File: src/hw/rtl/slcg_pkg.sv
// ----------------------------------------------------------------------------
// slcg_pkg
// shared types and constants of the shuffled congruential generator
// ----------------------------------------------------------------------------
`default_nettype none

package slcg_pkg;

  // value and operand widths
  localparam int VAL_W  = 20;
  localparam int SEED_W = 32;
  localparam int NUM_W  = 32;

  // congruential generator x' = (GEN_MUL * x + GEN_ADD) mod GEN_MOD
  localparam logic [VAL_W-1:0] GEN_MOD = 20'd714025;
  localparam logic [VAL_W-1:0] GEN_MUL = 20'd1366;
  localparam logic [VAL_W-1:0] GEN_ADD = 20'd150889;

  // reciprocal of GEN_MOD, rounded down, scaled by 2**RECIP_SHIFT
  localparam int RECIP_W     = 21;
  localparam int RECIP_SHIFT = 40;
  localparam int QUO_W       = NUM_W + RECIP_W - RECIP_SHIFT;
  localparam logic [RECIP_W-1:0] GEN_RECIP =
    RECIP_W'((64'd1 << RECIP_SHIFT) / 64'(GEN_MOD));

  typedef struct packed {
    logic                     reseed;
    logic signed [SEED_W-1:0] seed;
  } in_word_t;

  typedef struct packed {
    logic [VAL_W-1:0] random_numerator;
    logic [VAL_W-1:0] generator_state;
  } out_word_t;

  // controller to datapath
  typedef struct packed {
    logic capture;     // latch the seed of the accepted word
    logic lcg_start;   // launch one generator step
    logic lcg_raw;     // step reduces the seed magnitude instead
    logic slot_start;  // launch the slot computation
    logic fill_we;     // write the step result at the fill address
    logic held_load;   // last seeding step sets the held value
    logic ram_re;      // read the table at the chosen slot
    logic commit;      // finish the draw
  } slcg_cmd_t;

  // datapath to controller
  typedef struct packed {
    logic lcg_done;
    logic slot_done;
  } slcg_sts_t;

endpackage

`default_nettype wire

File: src/hw/rtl/slcg_ram.sv
// ----------------------------------------------------------------------------
// slcg_ram
// generic single write port ram with registered read
// ----------------------------------------------------------------------------
`default_nettype none

module slcg_ram #(
  parameter int WIDTH = 20,
  parameter int DEPTH = 97
) (
  input  logic                     clk,
  input  logic                     we,
  input  logic [$clog2(DEPTH)-1:0] waddr,
  input  logic [WIDTH-1:0]         wdata,
  input  logic                     re,
  input  logic [$clog2(DEPTH)-1:0] raddr,
  output logic [WIDTH-1:0]         rdata
);

  logic [WIDTH-1:0] mem_r [DEPTH];
  logic [WIDTH-1:0] rdata_r;

  always_ff @(posedge clk) begin
    if (we) begin
      mem_r[waddr] <= wdata;
    end
    if (re) begin
      rdata_r <= mem_r[raddr];
    end
  end

  assign rdata = rdata_r;

endmodule

`default_nettype wire

File: src/hw/rtl/slcg_modm.sv
// ----------------------------------------------------------------------------
// slcg_modm
// three stage quotient and remainder by the generator modulus
// ----------------------------------------------------------------------------
`default_nettype none

module slcg_modm (
  input  logic                      clk,
  input  logic                      rst_n,
  input  logic                      in_valid,
  input  logic [slcg_pkg::NUM_W-1:0] num,
  output logic                      out_valid,
  output logic [slcg_pkg::QUO_W-1:0] quo,
  output logic [slcg_pkg::VAL_W-1:0] rem
);

  import slcg_pkg::*;

  localparam int PROD_W = NUM_W + RECIP_W;
  localparam int QM_W   = QUO_W + VAL_W;

  logic             s1_valid_r, s2_valid_r, s3_valid_r;
  logic [NUM_W-1:0] num1_r, num2_r;
  logic [QUO_W-1:0] q0_r, q3_r;
  logic [VAL_W:0]   r0_r;

  logic [PROD_W-1:0] prod;
  logic [QM_W-1:0]   qm;
  logic [QM_W-1:0]   diff;
  logic [VAL_W:0]    r0_sub;
  logic              r0_ge;

  // estimate is exact or one low
  assign prod = PROD_W'(num1_r) * PROD_W'(GEN_RECIP);
  assign qm   = QM_W'(q0_r) * QM_W'(GEN_MOD);
  assign diff = QM_W'(num2_r) - qm;

  always_ff @(posedge clk) begin
    if (!rst_n) begin
      s1_valid_r <= 1'b0;
      s2_valid_r <= 1'b0;
      s3_valid_r <= 1'b0;
    end else begin
      s1_valid_r <= in_valid;
      s2_valid_r <= s1_valid_r;
      s3_valid_r <= s2_valid_r;
    end
    num1_r <= num;
    num2_r <= num1_r;
    q0_r   <= prod[PROD_W-1:RECIP_SHIFT];
    q3_r   <= q0_r;
    r0_r   <= diff[VAL_W:0];
  end

  // one correction step
  assign r0_ge  = (r0_r >= {1'b0, GEN_MOD});
  assign r0_sub = r0_r - {1'b0, GEN_MOD};

  assign out_valid = s3_valid_r;
  assign quo       = q3_r + QUO_W'(r0_ge);
  assign rem       = r0_ge ? r0_sub[VAL_W-1:0] : r0_r[VAL_W-1:0];

endmodule

`default_nettype wire

File: src/hw/rtl/slcg_dpath.sv
// ----------------------------------------------------------------------------
// slcg_dpath
// generator state, held value, slot choice and shuffle table
// ----------------------------------------------------------------------------
`default_nettype none

module slcg_dpath #(
  parameter int TABLE_DEPTH = 97
) (
  input  logic                           clk,
  input  logic                           rst_n,
  input  slcg_pkg::slcg_cmd_t            cmd,
  input  slcg_pkg::in_word_t             in_word,
  input  logic [$clog2(TABLE_DEPTH)-1:0] fill_addr,
  output slcg_pkg::slcg_sts_t            sts,
  output slcg_pkg::out_word_t            out_word
);

  import slcg_pkg::*;

  localparam int ADDR_W = $clog2(TABLE_DEPTH);

  logic [SEED_W-1:0] seed_mag_r;
  logic [VAL_W-1:0]  x_r;
  logic [VAL_W-1:0]  held_r;
  logic [ADDR_W-1:0] slot_r;
  out_word_t         out_word_r;

  logic [SEED_W:0]   seed_diff;
  logic [SEED_W:0]   seed_abs;
  logic [NUM_W-1:0]  step_num;
  logic [NUM_W-1:0]  lcg_num;
  logic [NUM_W-1:0]  slot_num;

  logic              lcg_valid, slot_valid;
  logic [QUO_W-1:0]  lcg_quo, slot_quo;
  logic [VAL_W-1:0]  lcg_rem, slot_rem;
  logic [ADDR_W-1:0] slot_nxt;

  logic              ram_we;
  logic [ADDR_W-1:0] ram_waddr;
  logic [VAL_W-1:0]  ram_wdata;
  logic [VAL_W-1:0]  ram_rdata;

  // start value: magnitude of (add - seed), reduced below
  assign seed_diff = (SEED_W+1)'(GEN_ADD) - {in_word.seed[SEED_W-1], in_word.seed};
  assign seed_abs  = seed_diff[SEED_W] ? (~seed_diff + 1'b1) : seed_diff;

  assign step_num = NUM_W'(x_r) * NUM_W'(GEN_MUL) + NUM_W'(GEN_ADD);
  assign lcg_num  = cmd.lcg_raw ? NUM_W'(seed_mag_r) : step_num;
  assign slot_num = NUM_W'(held_r) * NUM_W'(TABLE_DEPTH);

  slcg_modm u_lcg_mod (
    .clk       (clk),
    .rst_n     (rst_n),
    .in_valid  (cmd.lcg_start),
    .num       (lcg_num),
    .out_valid (lcg_valid),
    .quo       (lcg_quo),
    .rem       (lcg_rem)
  );

  slcg_modm u_slot_mod (
    .clk       (clk),
    .rst_n     (rst_n),
    .in_valid  (cmd.slot_start),
    .num       (slot_num),
    .out_valid (slot_valid),
    .quo       (slot_quo),
    .rem       (slot_rem)
  );

  // slot index, held at the last entry if out of range
  always_comb begin
    if (slot_quo >= QUO_W'(TABLE_DEPTH)) begin
      slot_nxt = ADDR_W'(TABLE_DEPTH - 1);
    end else begin
      slot_nxt = slot_quo[ADDR_W-1:0];
    end
  end

  always_ff @(posedge clk) begin
    if (cmd.capture) begin
      seed_mag_r <= seed_abs[SEED_W-1:0];
    end
    if (lcg_valid) begin
      x_r <= lcg_rem;
    end
    if (slot_valid) begin
      slot_r <= slot_nxt;
    end
    if (cmd.held_load) begin
      held_r <= lcg_rem;
    end else if (cmd.commit) begin
      held_r <= ram_rdata;
    end
    if (cmd.commit) begin
      out_word_r.random_numerator <= ram_rdata;
      out_word_r.generator_state  <= x_r;
    end
  end

  assign ram_we    = cmd.fill_we | cmd.commit;
  assign ram_waddr = cmd.commit ? slot_r : fill_addr;
  assign ram_wdata = cmd.commit ? x_r : lcg_rem;

  slcg_ram #(
    .WIDTH (VAL_W),
    .DEPTH (TABLE_DEPTH)
  ) u_table (
    .clk   (clk),
    .we    (ram_we),
    .waddr (ram_waddr),
    .wdata (ram_wdata),
    .re    (cmd.ram_re),
    .raddr (slot_r),
    .rdata (ram_rdata)
  );

  assign sts.lcg_done  = lcg_valid;
  assign sts.slot_done = slot_valid;
  assign out_word      = out_word_r;

endmodule

`default_nettype wire

File: src/hw/rtl/slcg_ctrl.sv
// ----------------------------------------------------------------------------
// slcg_ctrl
// sequencer for seeding and draws
// ----------------------------------------------------------------------------
`default_nettype none

module slcg_ctrl #(
  parameter int TABLE_DEPTH = 97
) (
  input  logic                           clk,
  input  logic                           rst_n,
  input  logic                           in_valid,
  output logic                           in_ready,
  input  logic                           in_reseed,
  output logic                           out_valid,
  input  logic                           out_ready,
  input  slcg_pkg::slcg_sts_t            sts,
  output slcg_pkg::slcg_cmd_t            cmd,
  output logic [$clog2(TABLE_DEPTH)-1:0] fill_addr
);

  import slcg_pkg::*;

  localparam int ADDR_W = $clog2(TABLE_DEPTH);
  localparam int CNT_W  = $clog2(TABLE_DEPTH + 1);

  typedef enum logic [3:0] {
    S_IDLE,
    S_SEED_GO,
    S_START_WAIT,
    S_STEP_GO,
    S_STEP_WAIT,
    S_DRAW_GO,
    S_DRAW_WAIT,
    S_READ,
    S_COMMIT
  } state_t;

  state_t           state_r, state_nxt;
  logic [CNT_W-1:0] k_r, k_nxt;
  logic             seeded_r, seeded_nxt;
  logic             out_valid_r, out_valid_nxt;

  always_comb begin
    state_nxt     = state_r;
    k_nxt         = k_r;
    seeded_nxt    = seeded_r;
    out_valid_nxt = out_valid_r & ~out_ready;
    cmd           = '0;
    unique case (state_r)
      S_IDLE: begin
        if (in_valid) begin
          cmd.capture = 1'b1;
          state_nxt   = (in_reseed || !seeded_r) ? S_SEED_GO : S_DRAW_GO;
        end
      end
      S_SEED_GO: begin
        cmd.lcg_start = 1'b1;
        cmd.lcg_raw   = 1'b1;
        k_nxt         = '0;
        state_nxt     = S_START_WAIT;
      end
      S_START_WAIT: begin
        if (sts.lcg_done) begin
          state_nxt = S_STEP_GO;
        end
      end
      S_STEP_GO: begin
        cmd.lcg_start = 1'b1;
        state_nxt     = S_STEP_WAIT;
      end
      S_STEP_WAIT: begin
        if (sts.lcg_done) begin
          if (k_r < CNT_W'(TABLE_DEPTH)) begin
            cmd.fill_we = 1'b1;
            k_nxt       = k_r + 1'b1;
            state_nxt   = S_STEP_GO;
          end else begin
            cmd.held_load = 1'b1;
            seeded_nxt    = 1'b1;
            state_nxt     = S_DRAW_GO;
          end
        end
      end
      S_DRAW_GO: begin
        cmd.slot_start = 1'b1;
        cmd.lcg_start  = 1'b1;
        state_nxt      = S_DRAW_WAIT;
      end
      S_DRAW_WAIT: begin
        if (sts.slot_done) begin
          state_nxt = S_READ;
        end
      end
      S_READ: begin
        cmd.ram_re = 1'b1;
        state_nxt  = S_COMMIT;
      end
      S_COMMIT: begin
        if (!out_valid_r || out_ready) begin
          cmd.commit    = 1'b1;
          out_valid_nxt = 1'b1;
          state_nxt     = S_IDLE;
        end
      end
      default: begin
        state_nxt = S_IDLE;
      end
    endcase
  end

  always_ff @(posedge clk) begin
    if (!rst_n) begin
      state_r     <= S_IDLE;
      k_r         <= '0;
      seeded_r    <= 1'b0;
      out_valid_r <= 1'b0;
    end else begin
      state_r     <= state_nxt;
      k_r         <= k_nxt;
      seeded_r    <= seeded_nxt;
      out_valid_r <= out_valid_nxt;
    end
  end

  assign in_ready  = (state_r == S_IDLE);
  assign out_valid = out_valid_r;
  assign fill_addr = k_r[ADDR_W-1:0];

`ifndef SYNTHESIS
  // a finished draw never overwrites a word still waiting downstream
  assert property (@(posedge clk) disable iff (!rst_n)
    cmd.commit |-> (!out_valid_r || out_ready))
    else $error("draw committed over a pending word");

  // a draw only starts from a seeded table
  assert property (@(posedge clk) disable iff (!rst_n)
    (state_r == S_DRAW_GO) |-> seeded_r)
    else $error("draw started on an unseeded table");

  // the generator unit only answers while a wait state expects it
  assert property (@(posedge clk) disable iff (!rst_n)
    sts.lcg_done |-> (state_r == S_START_WAIT || state_r == S_STEP_WAIT ||
                      state_r == S_DRAW_WAIT))
    else $error("unexpected generator result");

  // an accepted word always leaves idle
  assert property (@(posedge clk) disable iff (!rst_n)
    (in_valid && in_ready) |=> (state_r != S_IDLE))
    else $error("accepted word was dropped");
`endif

endmodule

`default_nettype wire

File: src/hw/rtl/shuffled_lcg_random_generator.sv
// ----------------------------------------------------------------------------
// shuffled_lcg_random_generator
// congruential generator with a shuffle table in front of its output
// ----------------------------------------------------------------------------
// draw: slot and generator steps run through the 3-stage modulus units, then
//   a table read and commit; a new word is taken only after the commit
// seeding (reseed set, or first word after reset): one generator pass reduces
//   the seed, one fills each table entry and one more sets the held value
// reset: synchronous active low, clears the sequencer and the seeded flag;
//   the table is filled by seeding and needs no clearing pass
// ----------------------------------------------------------------------------
`default_nettype none

module shuffled_lcg_random_generator #(
  parameter int TABLE_DEPTH = 97
) (
  input  logic                clk,
  input  logic                rst_n,
  input  logic                in_valid,
  output logic                in_ready,
  input  slcg_pkg::in_word_t  in_word,
  output logic                out_valid,
  input  logic                out_ready,
  output slcg_pkg::out_word_t out_word
);

  import slcg_pkg::*;

  localparam int ADDR_W = $clog2(TABLE_DEPTH);

  // command and status between sequencer and datapath
  slcg_cmd_t         cmd;
  slcg_sts_t         sts;
  // table index used while seeding fills entries in order
  logic [ADDR_W-1:0] fill_addr;

  // sequencer: accepts a word, seeds the table when needed, then runs
  // one draw and parks the result in the output register
  slcg_ctrl #(
    .TABLE_DEPTH (TABLE_DEPTH)
  ) u_ctrl (
    .clk       (clk),
    .rst_n     (rst_n),
    .in_valid  (in_valid),
    .in_ready  (in_ready),
    .in_reseed (in_word.reseed),
    .out_valid (out_valid),
    .out_ready (out_ready),
    .sts       (sts),
    .cmd       (cmd),
    .fill_addr (fill_addr)
  );

  // datapath: generator state, held value, slot unit and shuffle table;
  // a draw returns the slot's old content and stores the new generator value
  slcg_dpath #(
    .TABLE_DEPTH (TABLE_DEPTH)
  ) u_dpath (
    .clk       (clk),
    .rst_n     (rst_n),
    .cmd       (cmd),
    .in_word   (in_word),
    .fill_addr (fill_addr),
    .sts       (sts),
    .out_word  (out_word)
  );

endmodule

`default_nettype wire
File: config.mk
export PLATFORM = sky130hd
export DESIGN_NAME = shuffled_lcg_random_generator
export DESIGN_NICKNAME = d
export VERILOG_FILES = /design/src/hw/rtl/slcg_pkg.sv /design/src/hw/rtl/slcg_ram.sv /design/src/hw/rtl/slcg_modm.sv /design/src/hw/rtl/slcg_dpath.sv /design/src/hw/rtl/slcg_ctrl.sv /design/src/hw/rtl/shuffled_lcg_random_generator.sv
export SDC_FILE = /design/constraint.sdc
export NUM_CORES = 2
export LEC_CHECK = 0
export ABC_CLOCK_PERIOD_IN_PS = 7200
export BUFFER_PORTS_ARGS = -buffer_cell sky130_fd_sc_hd__buf_2
export CAP_MARGIN = 20
export CORE_MARGIN = 5
export CORE_UTILIZATION = 53
export CTS_BUF_LIST = sky130_fd_sc_hd__clkbuf_8 sky130_fd_sc_hd__clkbuf_16
export CTS_CLUSTER_SIZE = 30
export DETAILED_ROUTE_END_ITERATION = 10
export PLACE_DENSITY = 0.68
export SLEW_MARGIN = 20
export SYNTH_ARGS = -nofsm -noshare
export SYNTH_HDL_FRONTEND = slang
export SYNTH_HIERARCHICAL = 1
export SYNTH_SLANG_ARGS = --single-unit
File: constraint.sdc
create_clock -name clk -period 7.2 [get_ports clk]
set_input_delay 0.72 -clock clk [delete_from_list [all_inputs] [get_ports clk]]
set_output_delay 0.72 -clock clk [all_outputs]
set_load 0.02 [all_outputs]
==> flow_summary.html <==
<table>
<tr><th>Metric</th><th>Value</th></tr>
<tr><th colspan="2">Floorplan</th></tr>
<tr><td>I/O pins</td><td>79</td></tr>
<tr><td>Area of the die</td><td>around 0.24 mm2</td></tr>
<tr><td>Die H</td><td>just under 500 um</td></tr>
<tr><td>Horizontal die dimension</td><td>around 500 um</td></tr>
<tr><td>Area inside the core boundary</td><td>between 0.2 and 0.25 mm2</td></tr>
<tr><td>Cell row count</td><td>roughly 180</td></tr>
<tr><td>Initial core utilization</td><td>0.531</td></tr>
<tr><th colspan="2">Clock tree</th></tr>
<tr><td>Maximum buffer depth of the clock tree</td><td>3</td></tr>
<tr><td>Post-CTS setup buffer count</td><td>0</td></tr>
<tr><td>Number of sinks handled by clock tree synthesis</td><td>around 2300</td></tr>
<tr><td>Count of hold buffers inserted by post-cts repair</td><td>0</td></tr>
<tr><td>Number of levels in the clock H-tree</td><td>4</td></tr>
<tr><td>Root Driver</td><td>sky130_fd_sc_hd__clkbuf_16</td></tr>
<tr><td>Resized Gates After CTS</td><td>0</td></tr>
<tr><td>Cts bufs inserted</td><td>224</td></tr>
<tr><td>TritonCTS clock tree</td><td>yes</td></tr>
<tr><td>Clock transition at the registers of the reported paths</td><td>about 0.070 ns</td></tr>
<tr><td>Clk_lat worst skew</td><td>0.89 ns</td></tr>
<tr><th colspan="2">Final layout</th></tr>
<tr><td>Number of non-filler instances in the completed layout</td><td>approximately 11000</td></tr>
<tr><td>Leading cell types in the layout, fill and taps excluded</td><td>sky130_fd_sc_hd__edfxtp_1 (2079), sky130_fd_sc_hd__inv_1 (1254), sky130_fd_sc_hd__fa_1 (822)</td></tr>
<tr><td>Leading cell type in the layout, fill and taps excluded</td><td>sky130_fd_sc_hd__edfxtp_1</td></tr>
<tr><td>Layout cell share with drive strength beyond 1</td><td>0.161</td></tr>
<tr><td>Nets@finish</td><td>roughly 10000</td></tr>
<tr><td>Layout Area Growth over Synthesis</td><td>10.1%</td></tr>
<tr><th colspan="2">Setup path</th></tr>
<tr><td>Worst Reg-to-Reg Cells</td><td>21</td></tr>
<tr><td>Reg2reg end</td><td>u_dpath/u_lcg_mod/q0_r[11]</td></tr>
<tr><td>Crit end category</td><td>flop</td></tr>
<tr><td>Worst R2R Setup Slack</td><td>between 0.4 and 0.5 ns</td></tr>
<tr><td>Setup crit start</td><td>u_dpath/u_lcg_mod/num1_r[23]</td></tr>
<tr><td>Data arrival at the endpoint of the critical path</td><td>between 7 and 8 ns</td></tr>
<tr><td>Type of origin of the critical path</td><td>flop</td></tr>
<tr><td>Endpoint required time on the critical path</td><td>7.95 ns</td></tr>
<tr><td>Maximum fanout count along the critical path</td><td>8</td></tr>
<tr><td>Worst setup path class</td><td>flop to flop</td></tr>
<tr><td>Termination of the worst setup path</td><td>u_dpath/u_lcg_mod/q0_r[11]</td></tr>
<tr><td>Start of the worst register-to-register path</td><td>u_dpath/u_lcg_mod/num1_r[23]</td></tr>
<tr><th colspan="2">Timing</th></tr>
<tr><td>Slew HR</td><td>0.224</td></tr>
<tr><td>Count of final hold-check violations</td><td>0</td></tr>
<tr><td>Final Hold Slack</td><td>around 0.17 ns</td></tr>
<tr><td>Tcrit/Tclk final</td><td>0.941</td></tr>
<tr><td>Clock period minus final worst setup slack</td><td>6.78 ns</td></tr>
<tr><td>Slew at the pin closest to its max-slew limit</td><td>~1.2 ns</td></tr>
<tr><td>Worst path setup slack after routing</td><td>between 0.4 and 0.5 ns</td></tr>
<tr><td>Achievable Freq</td><td>around 150 MHz</td></tr>
<tr><td>Unrepaired setup endpoints after global routing</td><td>no</td></tr>
<tr><td>Worst Clk Skew</td><td>between 0.08 and 0.09 ns</td></tr>
<tr><td>Aggregate negative setup slack</td><td>0 ns</td></tr>
<tr><td>Setup violation total in the final timing report</td><td>0</td></tr>
<tr><td>Max-slew violations</td><td>0</td></tr>
<tr><th colspan="2">Place</th></tr>
<tr><td>Global placer's final weighted congestion</td><td>approximately 0.90</td></tr>
<tr><td>Worst setup timing slack at the placement stage</td><td>between 0.4 and 0.5 ns</td></tr>
<tr><td>IO Port Bufs</td><td>78</td></tr>
<tr><td>Placed wire-length estimate after detailed placement</td><td>202 mm</td></tr>
<tr><td>Placed cell count</td><td>around 11000</td></tr>
<tr><th colspan="2">Logic synthesis</th></tr>
<tr><td>Post-Syn Instances</td><td>approximately 7900</td></tr>
<tr><td>Mean instance size in the synthesized netlist</td><td>between 15 and 20 um2</td></tr>
<tr><td>Count of synthesis-stage warnings from yosys</td><td>6</td></tr>
<tr><td>Mapped cell area</td><td>between 0.1 and 0.15 mm2</td></tr>
<tr><th colspan="2">Global routing</th></tr>
<tr><td>GR Overflow Total</td><td>0</td></tr>
<tr><td>Via count of the first global-routing pass</td><td>approximately 70000</td></tr>
<tr><td>Number of antenna violations at the first check in global routing</td><td>23</td></tr>
<tr><td>Overall track demand over capacity in global routing</td><td>0.246</td></tr>
<tr><td>Global-route wire length before repair</td><td>roughly 450 mm</td></tr>
<tr><td>Pin count of the biggest net entering global routing</td><td>122</td></tr>
<tr><th colspan="2">Routing</th></tr>
<tr><td>Count of antenna-violating nets left after detailed routing</td><td>0</td></tr>
<tr><td>Via count</td><td>roughly 67000</td></tr>
<tr><td>Iter 0 DRT Violations</td><td>6625</td></tr>
<tr><td>Detailed Routing Iterations Pass 1</td><td>5</td></tr>
<tr><td>Post-Route WL</td><td>about 290 mm</td></tr>
<tr><td>Routed wire per std cell</td><td>around 26 um</td></tr>
<tr><td>Via density per instance</td><td>between 5 and 6</td></tr>
<tr><td>Number of design rule violations left after detail routing</td><td>0</td></tr>
<tr><th colspan="2">Flow run</th></tr>
<tr><td>Maxcap violations</td><td>0</td></tr>
<tr><th colspan="2">Run status</th></tr>
<tr><td>Result of the run</td><td>completed</td></tr>
<tr><th colspan="2">Hold path</th></tr>
<tr><td>Path type of the worst min-delay path</td><td>input pin to flop</td></tr>
</table>
## sequential cells by signal, summed over array words and instances (netlist names), 7 cells and up
signal	flops
u_dpath/u_table/mem_r	1940
u_dpath/u_slot_mod/q0_r	13
u_dpath/u_lcg_mod/num1_r	32
u_dpath/seed_mag_r	32
u_dpath/out_word	40
u_dpath/u_table/rdata	20
u_dpath/u_slot_mod/num1_r	32
u_dpath/u_slot_mod/r0_r	21
u_ctrl/fill_addr	7
u_dpath/u_lcg_mod/q0_r	13
u_dpath/u_lcg_mod/num2_r	21
u_dpath/held_r	20
u_dpath/u_lcg_mod/r0_r	21
u_dpath/x_r	20
u_dpath/u_slot_mod/num2_r	21
u_dpath/u_slot_mod/q3_r	13
u_dpath/slot_r	7
## how the worst min path moves through the flow
stage	startpoint	to	slack [ns]	depth (start not counted)
after floorplan	u_dpath/u_slot_mod/q0_r[12]	u_dpath/u_slot_mod/q3_r[12]	0.36	0
after global placement	u_dpath/u_slot_mod/q0_r[12]	u_dpath/u_slot_mod/q3_r[12]	0.40	0
after detailed placement	u_dpath/u_slot_mod/q0_r[12]	u_dpath/u_slot_mod/q3_r[12]	0.40	0
after CTS	in_word[0]	u_dpath/seed_mag_r[0]	0.09	2
after global routing	in_word[0]	u_dpath/seed_mag_r[0]	0.13	2
final	in_word[0]	u_dpath/seed_mag_r[0]	0.17	2
## metal layers
metal,GRT usage,part of all wire,up-vias,routed length (um)
li1,-,-,29200,-
met1,0.347,0.41,35000,122000
met2,0.391,0.48,2374,140000
met3,0.0532,0.084,433,24900
met4,0.0651,0.027,6,7930
met5,0,0.00015,-,45
## worst max-delay path, cell delays in order, from the launching register on
cell and delay, ns:
sky130_fd_sc_hd__dfxtp_1 0.55, sky130_fd_sc_hd__inv_1 0.27, sky130_fd_sc_hd__fa_1 0.54, sky130_fd_sc_hd__fa_1 0.53, sky130_fd_sc_hd__inv_1 0.05, sky130_fd_sc_hd__fa_1 0.54
sky130_fd_sc_hd__fa_1 0.46, sky130_fd_sc_hd__fa_1 0.54, sky130_fd_sc_hd__inv_1 0.05, sky130_fd_sc_hd__fa_1 0.49, sky130_fd_sc_hd__fa_1 0.51, sky130_fd_sc_hd__inv_1 0.04
sky130_fd_sc_hd__ha_1 0.20, sky130_fd_sc_hd__a21oi_1 0.20, sky130_fd_sc_hd__o21ai_0 0.14, sky130_fd_sc_hd__a221oi_1 0.34, sky130_fd_sc_hd__a21oi_1 0.24, sky130_fd_sc_hd__nor3_2 0.31
sky130_fd_sc_hd__o22ai_2 0.12, sky130_fd_sc_hd__or2_1 0.26, sky130_fd_sc_hd__a21oi_2 0.16, sky130_fd_sc_hd__xnor2_1 0.12
## final cells by class
type	instances	area, um2
Clock inverter	184	1260
Multi-Input combinational cell	4157	51600
Clock buffer	234	5770
Antenna cell	9	22.5
Fill cell	17500	96400
Timing Repair Buffer	287	2110
Inverter	1207	4530
Sequential cell	2285	66600
Tap cell	3043	3810
## through the flow
stage / cell area, um2 / util
floorplan: 123000 / -
global placement: 128000 / 0.554
detailed placement: 128000 / 0.554
CTS: 135000 / 0.584
global route: 136000 / 0.585
finish: 136000 / 0.585
Power is left out: the tool's default activity adds up to more than one toggle a clock period on the data nets, which glitch-free logic cannot reach.
